**config.mk**
```make
export PLATFORM = sky130hd
export DESIGN_NAME = nearest_point_search
export DESIGN_NICKNAME = d
export VERILOG_FILES = /design/src/rtl/nps_pkg.sv /design/src/rtl/nps_ctrl.sv /design/src/rtl/nps_datapath.sv /design/src/rtl/nearest_point_search.sv
export SDC_FILE = /design/constraint.sdc
export NUM_CORES = 2
export LEC_CHECK = 0
export BUFFER_PORTS_ARGS = -buffer_cell sky130_fd_sc_hd__buf_2
export CAP_MARGIN = 20
export CELL_PAD_IN_SITES_DETAIL_PLACEMENT = 0
export CELL_PAD_IN_SITES_GLOBAL_PLACEMENT = 2
export CORE_MARGIN = 5
export CORE_UTILIZATION = 50
export DETAILED_ROUTE_END_ITERATION = 10
export GPL_TIMING_DRIVEN = 0
export PLACE_DENSITY_LB_ADDON = 0.1
export SLEW_MARGIN = 5
export SYNTH_ARGS = -nofsm -noshare
export SYNTH_HDL_FRONTEND = slang
export SYNTH_SLANG_ARGS = --single-unit
```
**constraint.sdc**
```tcl
create_clock -name clk -period 12.6 [get_ports clk]
set_input_delay 2.52 -clock clk [delete_from_list [all_inputs] [get_ports clk]]
set_output_delay 2.52 -clock clk [all_outputs]
set_load 0.05 [all_outputs]
```
**src/rtl/nps_pkg.sv**
```systemverilog
// Package for the nearest point search block: field widths, command codes,
// transaction structs and controller/datapath command and status buses.
// No dependencies.
`timescale 1ns / 1ps

package nps_pkg;

    localparam int CoordBits         = 16;
    localparam int SlotBits          = 6;
    localparam int KindBits          = 4;
    localparam int CmdBits           = 2;
    localparam int SqBits            = 2 * CoordBits;
    localparam int DistBits          = SqBits + 1;
    localparam int DefaultTableDepth = 64;

    localparam logic [DistBits-1:0] DistBoundReset = DistBits'(1000000000);

    typedef enum logic [CmdBits-1:0] {
        CMD_WRITE   = 2'd0,
        CMD_MATCH   = 2'd1,
        CMD_EXCLUDE = 2'd2
    } nps_cmd_t;

    typedef struct packed {
        logic [CmdBits-1:0]          command;
        logic [SlotBits-1:0]         slot;
        logic signed [CoordBits-1:0] px;
        logic signed [CoordBits-1:0] py;
        logic [KindBits-1:0]         kind;
        logic                        live;
    } nps_item_t;

    typedef struct packed {
        logic                found;
        logic [SlotBits-1:0] best_slot;
        logic [DistBits-1:0] best_dist_sq;
    } nps_result_t;

    typedef struct packed {
        logic load_query;
        logic write_entry;
        logic scan_step;
    } nps_ctrl_t;

    typedef struct packed {
        logic scan_last;
        logic pipe_tail;
    } nps_status_t;

endpackage

```
**src/rtl/nps_ctrl.sv**
```systemverilog
// Controller for the nearest point search block: accepts transactions,
// sequences the table scan and raises the result strobe.
// Depends on nps_pkg.
`timescale 1ns / 1ps

module nps_ctrl (
    input  logic                  clk,
    input  logic                  rst_n,
    input  logic                  start,
    input  logic [nps_pkg::CmdBits-1:0] command,
    input  nps_pkg::nps_status_t  status,
    output logic                  busy,
    output logic                  done,
    output nps_pkg::nps_ctrl_t    ctrl
);
    import nps_pkg::*;

    typedef enum logic [1:0] {
        ST_IDLE,
        ST_SCAN,
        ST_DRAIN
    } state_t;

    state_t state_reg;
    logic   done_reg;
    logic   accept;
    logic   is_query;

    assign accept   = start && (state_reg == ST_IDLE);
    assign is_query = (command == CMD_MATCH) || (command == CMD_EXCLUDE);

    assign busy             = (state_reg != ST_IDLE);
    assign done             = done_reg;
    assign ctrl.load_query  = accept;
    assign ctrl.write_entry = accept && (command == CMD_WRITE);
    assign ctrl.scan_step   = (state_reg == ST_SCAN);

    always_ff @(posedge clk or negedge rst_n)
    begin
        if (!rst_n)
        begin
            state_reg <= ST_IDLE;
            done_reg  <= 1'b0;
        end
        else
        begin
            unique case (state_reg)
                ST_IDLE:
                begin
                    if (accept && is_query)
                        state_reg <= ST_SCAN;
                    done_reg <= accept && !is_query;
                end
                ST_SCAN:
                begin
                    if (status.scan_last)
                        state_reg <= ST_DRAIN;
                    done_reg <= 1'b0;
                end
                ST_DRAIN:
                begin
                    // last compare lands at this edge
                    if (status.pipe_tail)
                        state_reg <= ST_IDLE;
                    done_reg <= status.pipe_tail;
                end
                default:
                begin
                    state_reg <= ST_IDLE;
                    done_reg  <= 1'b0;
                end
            endcase
        end
    end

`ifndef SYNTHESIS
    a_tail_in_drain: assert property (@(posedge clk) disable iff (!rst_n)
        status.pipe_tail |-> state_reg == ST_DRAIN)
        else $error("pipeline tail outside drain");

    a_done_source: assert property (@(posedge clk) disable iff (!rst_n)
        done |-> ($past(state_reg) == ST_IDLE || $past(state_reg) == ST_DRAIN))
        else $error("result strobe raised mid-scan");

    a_scan_from_query: assert property (@(posedge clk) disable iff (!rst_n)
        (accept && !is_query) |=> state_reg == ST_IDLE && done)
        else $error("non-query transaction did not report at once");
`endif

endmodule

```
**src/rtl/nps_datapath.sv**
```systemverilog
// Datapath for the nearest point search block: point table, bound register,
// scan pipeline (read, square, sum and compare) and result registers.
// Depends on nps_pkg.
`timescale 1ns / 1ps

module nps_datapath #(
    parameter int TABLE_DEPTH = nps_pkg::DefaultTableDepth
) (
    input  logic                         clk,
    input  logic                         rst_n,
    input  nps_pkg::nps_item_t           item,
    input  nps_pkg::nps_ctrl_t           ctrl,
    output nps_pkg::nps_status_t         status,
    output nps_pkg::nps_result_t         result,
    input  logic                         cfg_valid,
    output logic                         cfg_ready,
    input  logic [nps_pkg::DistBits-1:0] cfg_data
);
    import nps_pkg::*;

    localparam int AddrBits = $clog2(TABLE_DEPTH);
    localparam int ExtBits  = ((AddrBits > SlotBits) ? AddrBits : SlotBits) + 1;

    typedef struct packed {
        logic signed [CoordBits-1:0] x;
        logic signed [CoordBits-1:0] y;
        logic [KindBits-1:0]         kind;
    } entry_t;

    entry_t                      entry_mem [TABLE_DEPTH];
    logic [TABLE_DEPTH-1:0]      live_reg;
    logic [DistBits-1:0]         max_dist_sq_reg;

    logic signed [CoordBits-1:0] q_x_reg;
    logic signed [CoordBits-1:0] q_y_reg;
    logic [KindBits-1:0]         q_kind_reg;
    logic                        q_exclude_reg;

    logic [AddrBits-1:0]         scan_addr_reg;
    logic                        s1_valid_reg;
    logic                        s2_valid_reg;
    entry_t                      rd_entry_reg;
    logic                        rd_live_reg;
    logic [AddrBits-1:0]         s1_idx_reg;
    logic [AddrBits-1:0]         s2_idx_reg;
    logic                        s2_hit_reg;
    logic [SqBits-1:0]           sq_x_reg;
    logic [SqBits-1:0]           sq_y_reg;

    logic                        found_reg;
    logic [SlotBits-1:0]         best_slot_reg;
    logic [DistBits-1:0]         best_dist_reg;

    logic [ExtBits-1:0]          slot_ext;
    logic [AddrBits-1:0]         wr_addr;
    logic                        wr_in_range;
    logic signed [CoordBits:0]   dx;
    logic signed [CoordBits:0]   dy;
    logic [CoordBits:0]          neg_dx;
    logic [CoordBits:0]          neg_dy;
    logic [CoordBits-1:0]        mag_x;
    logic [CoordBits-1:0]        mag_y;
    logic [DistBits-1:0]         dist_sum;
    logic [DistBits-1:0]         dist_bound;
    logic                        take;

    assign slot_ext    = ExtBits'(item.slot);
    assign wr_addr     = slot_ext[AddrBits-1:0];
    assign wr_in_range = (slot_ext < ExtBits'(TABLE_DEPTH));

    assign cfg_ready = 1'b1;

    assign status.scan_last = (scan_addr_reg == AddrBits'(TABLE_DEPTH - 1));
    assign status.pipe_tail = s2_valid_reg && !s1_valid_reg;

    assign result.found        = found_reg;
    assign result.best_slot    = best_slot_reg;
    assign result.best_dist_sq = best_dist_reg;

    // stage 2: absolute differences
    assign dx     = (CoordBits+1)'(rd_entry_reg.x) - (CoordBits+1)'(q_x_reg);
    assign dy     = (CoordBits+1)'(rd_entry_reg.y) - (CoordBits+1)'(q_y_reg);
    assign neg_dx = -dx;
    assign neg_dy = -dy;
    assign mag_x  = dx[CoordBits] ? neg_dx[CoordBits-1:0] : dx[CoordBits-1:0];
    assign mag_y  = dy[CoordBits] ? neg_dy[CoordBits-1:0] : dy[CoordBits-1:0];

    // stage 3: sum and strict compare against best so far or the bound
    assign dist_sum   = DistBits'(sq_x_reg) + DistBits'(sq_y_reg);
    assign dist_bound = found_reg ? best_dist_reg : max_dist_sq_reg;
    assign take       = s2_valid_reg && s2_hit_reg && (dist_sum < dist_bound);

    always_ff @(posedge clk or negedge rst_n)
    begin
        if (!rst_n)
        begin
            live_reg        <= '0;
            max_dist_sq_reg <= DistBoundReset;
            scan_addr_reg   <= '0;
            s1_valid_reg    <= 1'b0;
            s2_valid_reg    <= 1'b0;
        end
        else
        begin
            if (cfg_valid && cfg_ready)
                max_dist_sq_reg <= cfg_data;
            if (ctrl.write_entry && wr_in_range)
                live_reg[wr_addr] <= item.live;
            if (ctrl.load_query)
                scan_addr_reg <= '0;
            else if (ctrl.scan_step)
                scan_addr_reg <= scan_addr_reg + AddrBits'(1);
            s1_valid_reg <= ctrl.scan_step;
            s2_valid_reg <= s1_valid_reg;
        end
    end

    always_ff @(posedge clk)
    begin
        if (ctrl.write_entry && wr_in_range)
        begin
            entry_mem[wr_addr] <= '{x: item.px, y: item.py, kind: item.kind};
        end
        rd_entry_reg <= entry_mem[scan_addr_reg];
        rd_live_reg  <= live_reg[scan_addr_reg];
        s1_idx_reg   <= scan_addr_reg;
    end

    always_ff @(posedge clk)
    begin
        if (ctrl.load_query)
        begin
            q_x_reg       <= item.px;
            q_y_reg       <= item.py;
            q_kind_reg    <= item.kind;
            q_exclude_reg <= (item.command == CMD_EXCLUDE);
        end
        s2_idx_reg <= s1_idx_reg;
        s2_hit_reg <= rd_live_reg && ((rd_entry_reg.kind == q_kind_reg) != q_exclude_reg);
        sq_x_reg   <= SqBits'(mag_x) * SqBits'(mag_x);
        sq_y_reg   <= SqBits'(mag_y) * SqBits'(mag_y);
    end

    always_ff @(posedge clk)
    begin
        priority if (ctrl.load_query)
        begin
            found_reg     <= 1'b0;
            best_slot_reg <= '0;
            best_dist_reg <= '0;
        end
        else if (take)
        begin
            found_reg     <= 1'b1;
            best_slot_reg <= SlotBits'(s2_idx_reg);
            best_dist_reg <= dist_sum;
        end
    end

`ifndef SYNTHESIS
    a_write_when_empty: assert property (@(posedge clk) disable iff (!rst_n)
        ctrl.write_entry |-> !s1_valid_reg && !s2_valid_reg)
        else $error("table written while scan pipeline busy");
`endif

endmodule

```
**src/rtl/nearest_point_search.sv**
```systemverilog
// Nearest point search: top level joining controller and datapath.
// Depends on nps_pkg, nps_ctrl and nps_datapath.
//
// Usage:
//   A transaction is taken at a rising edge with start high and busy low;
//   item carries command, slot, px, py, kind and live. Command write stores
//   one table entry; match and exclude commands scan the table for the
//   nearest live entry of (or not of) the given kind whose squared distance
//   is strictly below the bound and below every earlier candidate.
//   Every transaction yields one result on result, valid for exactly one
//   cycle while done is high. The receiver cannot stall; the result must be
//   taken in that cycle.
//   A write or unused command reports in the cycle after acceptance. A query
//   reads one table entry per cycle; each read then passes the square and
//   the sum-and-compare registers before done is registered. Busy falls as
//   the result shows, so a new transaction can be taken in that cycle.
//   The bound is written over the cfg channel (cfg_valid/cfg_ready,
//   cfg_data) only while no transaction is in flight: a rule for the user,
//   not enforced by the block. Reset clears every live mark at once, sets
//   the bound to 1e9 and is ready on the first cycle after reset.
`timescale 1ns / 1ps

module nearest_point_search #(
    parameter int TABLE_DEPTH = nps_pkg::DefaultTableDepth
) (
    input  logic                         clk,
    input  logic                         rst_n,
    input  logic                         start,
    output logic                         busy,
    input  nps_pkg::nps_item_t           item,
    output logic                         done,
    output nps_pkg::nps_result_t         result,
    input  logic                         cfg_valid,
    output logic                         cfg_ready,
    input  logic [nps_pkg::DistBits-1:0] cfg_data
);
    import nps_pkg::*;

    nps_ctrl_t   ctrl;
    nps_status_t status;

    nps_ctrl u_ctrl (
        .clk     (clk),
        .rst_n   (rst_n),
        .start   (start),
        .command (item.command),
        .status  (status),
        .busy    (busy),
        .done    (done),
        .ctrl    (ctrl)
    );

    nps_datapath #(
        .TABLE_DEPTH (TABLE_DEPTH)
    ) u_datapath (
        .clk       (clk),
        .rst_n     (rst_n),
        .item      (item),
        .ctrl      (ctrl),
        .status    (status),
        .result    (result),
        .cfg_valid (cfg_valid),
        .cfg_ready (cfg_ready),
        .cfg_data  (cfg_data)
    );

endmodule

```
==> impl_summary.log <==
[metrics] result of the run: finished clean
[metrics] yosys warns: 0
[metrics] clock period minus worst slack: 10.95 ns
[metrics] clock root cell: sky130_fd_sc_hd__clkbuf_16
[metrics] most frequent standard cell in the layout excluding fill and tap cells: sky130_fd_sc_hd__edfxtp_1
[metrics] Seq/Total Area, Yosys: 65.8%
[metrics] highest net fanout along the worst path: 10
[metrics] DR vias: 60428
[metrics] cell mode on critical path: sky130_fd_sc_hd__fa_1
[metrics] max_slew headroom: 18.2%
[metrics] total die area: 241000 um2
[metrics] Critical Path RT: 13.31 ns
[metrics] Layout Nets: 7490
[metrics] flip-flop count of the largest register after layout: 2304
[metrics] Port Buffer Count: 118
[metrics] part of the cycle the worst path needs: 86.9%
[metrics] post-detail-place hpwl: 224 mm
[metrics] dominant register cell in the synthesized netlist: sky130_fd_sc_hd__edfxtp_1
[metrics] startpoint type of the worst setup path: register
[metrics] average cell area after synthesis: 18.7 um2
[metrics] start-to-end type of the worst setup path: register to register
[metrics] count of cell types in the netlist: 91
[metrics] overall fraction of global-route tracks in use: 26.4%
[metrics] maximum single-stage delay on the critical path: 0.84 ns
[metrics] timing-limited maximum frequency: 91.3 MHz
[metrics] sort of element at the end of the critical path: register
[metrics] RD Place Congestion: 0.802
[metrics] number of clock sinks: 2601
[metrics] CTS buffer count: 289
[metrics] Layout Skew: 0.0847 ns
[metrics] Least-Margin Pin Slew: 1.23 ns
[metrics] first drt pass iteration count: 5
[metrics] synthesized net count: 6872
[metrics] clock-pin slew on the worst setup and hold paths: 0.06 ns
[metrics] top routing layer used: met5
[metrics] area growth from synthesis to layout: 15.3%
[metrics] leading cell types in the layout, fill and taps excluded: 2341 x sky130_fd_sc_hd__edfxtp_1, 777 x sky130_fd_sc_hd__mux4_2, 532 x sky130_fd_sc_hd__inv_1
[metrics] core box area: 230000 um2
[metrics] DRC Markers: 0
[metrics] unrepaired setup endpoints after global routing: no
[metrics] number of vias per cell: 6.02
[metrics] hold buffer count at CTS: 0
[metrics] CTS tree: done
[metrics] routed length on met3: 23.0 mm
[metrics] first-pass GRT wire length: 455 mm
[metrics] CTS H-tree lvls: 5
[metrics] Post-Synthesis Cell Area: 116000 um2
[metrics] max-slew violation total from the final report: 0
[metrics] detailed route wirelength on metal2: 160 mm
[metrics] Metal-1 WL: 125 mm
[metrics] pin count of the biggest net entering global routing: 80
[metrics] number of design-rule violations left by the first detailed-router iteration: 6401
[metrics] CP max stage cell: sky130_fd_sc_hd__xnor2_1
[metrics] Hold Violations, Final: 0
[metrics] total wirelength of the detailed-routed design: 318 mm
[metrics] MaxCap Viol Count: 0
[metrics] vias in the first global route: 62352
[metrics] Top-Level Pins: 125
[metrics] proportion of synthesized flip-flops having asynchronous set or reset: 4.15%
[metrics] die span in y: 491 um
[metrics] flop and latch count out of synthesis: 2601
[metrics] Post-synth EDFFs: 2341
[metrics] CTS Buffer Depth: 4
[metrics] Detail Route Antenna Nets: 0
[metrics] layout cell share with drive strength beyond 1: 25.2%
[metrics] gr ovfl total: 0
[metrics] clock insertion delay at the later pin of the skew report: 0.92 ns
[metrics] cell count after synthesis: 6173
[metrics] Post CTS Setup Buffer Count: 0
[metrics] Initial Utilization: 50.2%
[metrics] accumulated negative setup slack: 0 ns
[metrics] Hold WC Path Type: register to register
[metrics] Std-Cell Rows: 176
[metrics] # setup viols final: 0
[metrics] antenna violations before repair: 55
[metrics] wire per inst: 31.6 um
[metrics] post-cts repair resize count: 0
[metrics] signal arrival time at the worst endpoint: 11.66 ns
[metrics] Die Span X: 491 um
## per-layer routing
metal | track usage (%) | vias to the layer above
met4 | 6.84 | 16
li1 | - | 25209
met5 | 0 | -
met1 | 35.9 | 32424
met3 | 4.59 | 515
met2 | 44.9 | 2264
## cell families after synthesis
| family | share of synthesized area (%) |
|---|---|
| other | 0.00325 |
| XOR/XNOR | 1.20 |
| multiplexers | 16.7 |
| buffers and inverters | 2.59 |
| adder cells (fa/ha/maj) | 8.81 |
| flip-flops | 65.8 |
| AND/OR/NAND/NOR | 2.64 |
| AO/OA/AOI/OAI | 2.17 |
## metrics by stage
stage | utilization (%) | hold slack, ns | setup slack [ns] | area, um2 | instances
after floorplan | - | 0.310 | 4.08 | 116000 | 6173
after global placement | 52.1 | 0.311 | 1.15 | 120000 | 9317
after detailed placement | 53.7 | 0.315 | 1.16 | 124000 | 9481
after CTS | 57.6 | 0.328 | 1.12 | 132000 | 9979
after global routing | 57.9 | 0.329 | 0.748 | 133000 | 10026
final | 57.9 | 0.327 | 1.65 | 133000 | 10034
## final cells by class
class / instances / area [um2]
multi-input combinational: 2784 / 37000
buffer: 238 / 950
antenna: 10 / 25.0
clock inverter: 144 / 1230
fill: 17259 / 96700
tap: 3026 / 3790
inverter: 550 / 2060
timing repair buffer: 327 / 4490
sequential: 2601 / 76100
clock buffer: 354 / 7630
## critical path, delay by kind of cell (launching register included)
| kind | cells | cell delay (ns) |
|---|---|---|
| AOI/OAI and AO/OA | 12 | 3.93 |
| DFF | 1 | 0.30 |
| and+or+nand+nor | 4 | 0.56 |
| buffers and inverters | 4 | 0.93 |
| adders and majority gates | 9 | 3.95 |
| xor gates and xnor gates | 3 | 1.12 |
## synthesized netlist by cell type, drive strengths merged, types with 63 or more instances
| cell type | count | area (um2) |
|---|---|---|
| nor2 | 315 | 1210 |
| xnor2 | 100 | 906 |
| mux2 | 99 | 1110 |
| o21ai | 79 | 399 |
| buf | 86 | 357 |
| a21o | 63 | 474 |
| mux2i | 72 | 721 |
| mux4 | 777 | 17500 |
| nand2 | 180 | 676 |
| edfxtp | 2341 | 70300 |
| a21oi | 105 | 533 |
| dfrtp | 95 | 2380 |
| ha | 290 | 3630 |
| dfxtp | 152 | 3040 |
| clkbuf | 152 | 571 |
| fa | 327 | 6550 |
| inv | 543 | 2040 |
## path summary, 6_finish.rpt
check | from | to | slack, ns | depth (start not counted)
worst max register to register | u_datapath.rd_entry_reg[4] | u_datapath.sq_y_reg[31] | 1.65 | 32
worst min register to register | u_datapath.s1_idx_reg[1] | u_datapath.s2_idx_reg[1] | 0.33 | 0
worst max-delay path | u_datapath.rd_entry_reg[4] | u_datapath.sq_y_reg[31] | 1.65 | 32
max in group asynchronous | rst_n | u_datapath.live_reg[44] | 10.27 | 2
worst min-delay path | u_datapath.s1_idx_reg[1] | u_datapath.s2_idx_reg[1] | 0.33 | 0
min in group asynchronous | rst_n | u_datapath.max_dist_sq_reg[1] | 1.52 | 1
Power is left out: the tool's default activity adds up to more than one toggle a clock period on the data nets, which glitch-free logic cannot reach.
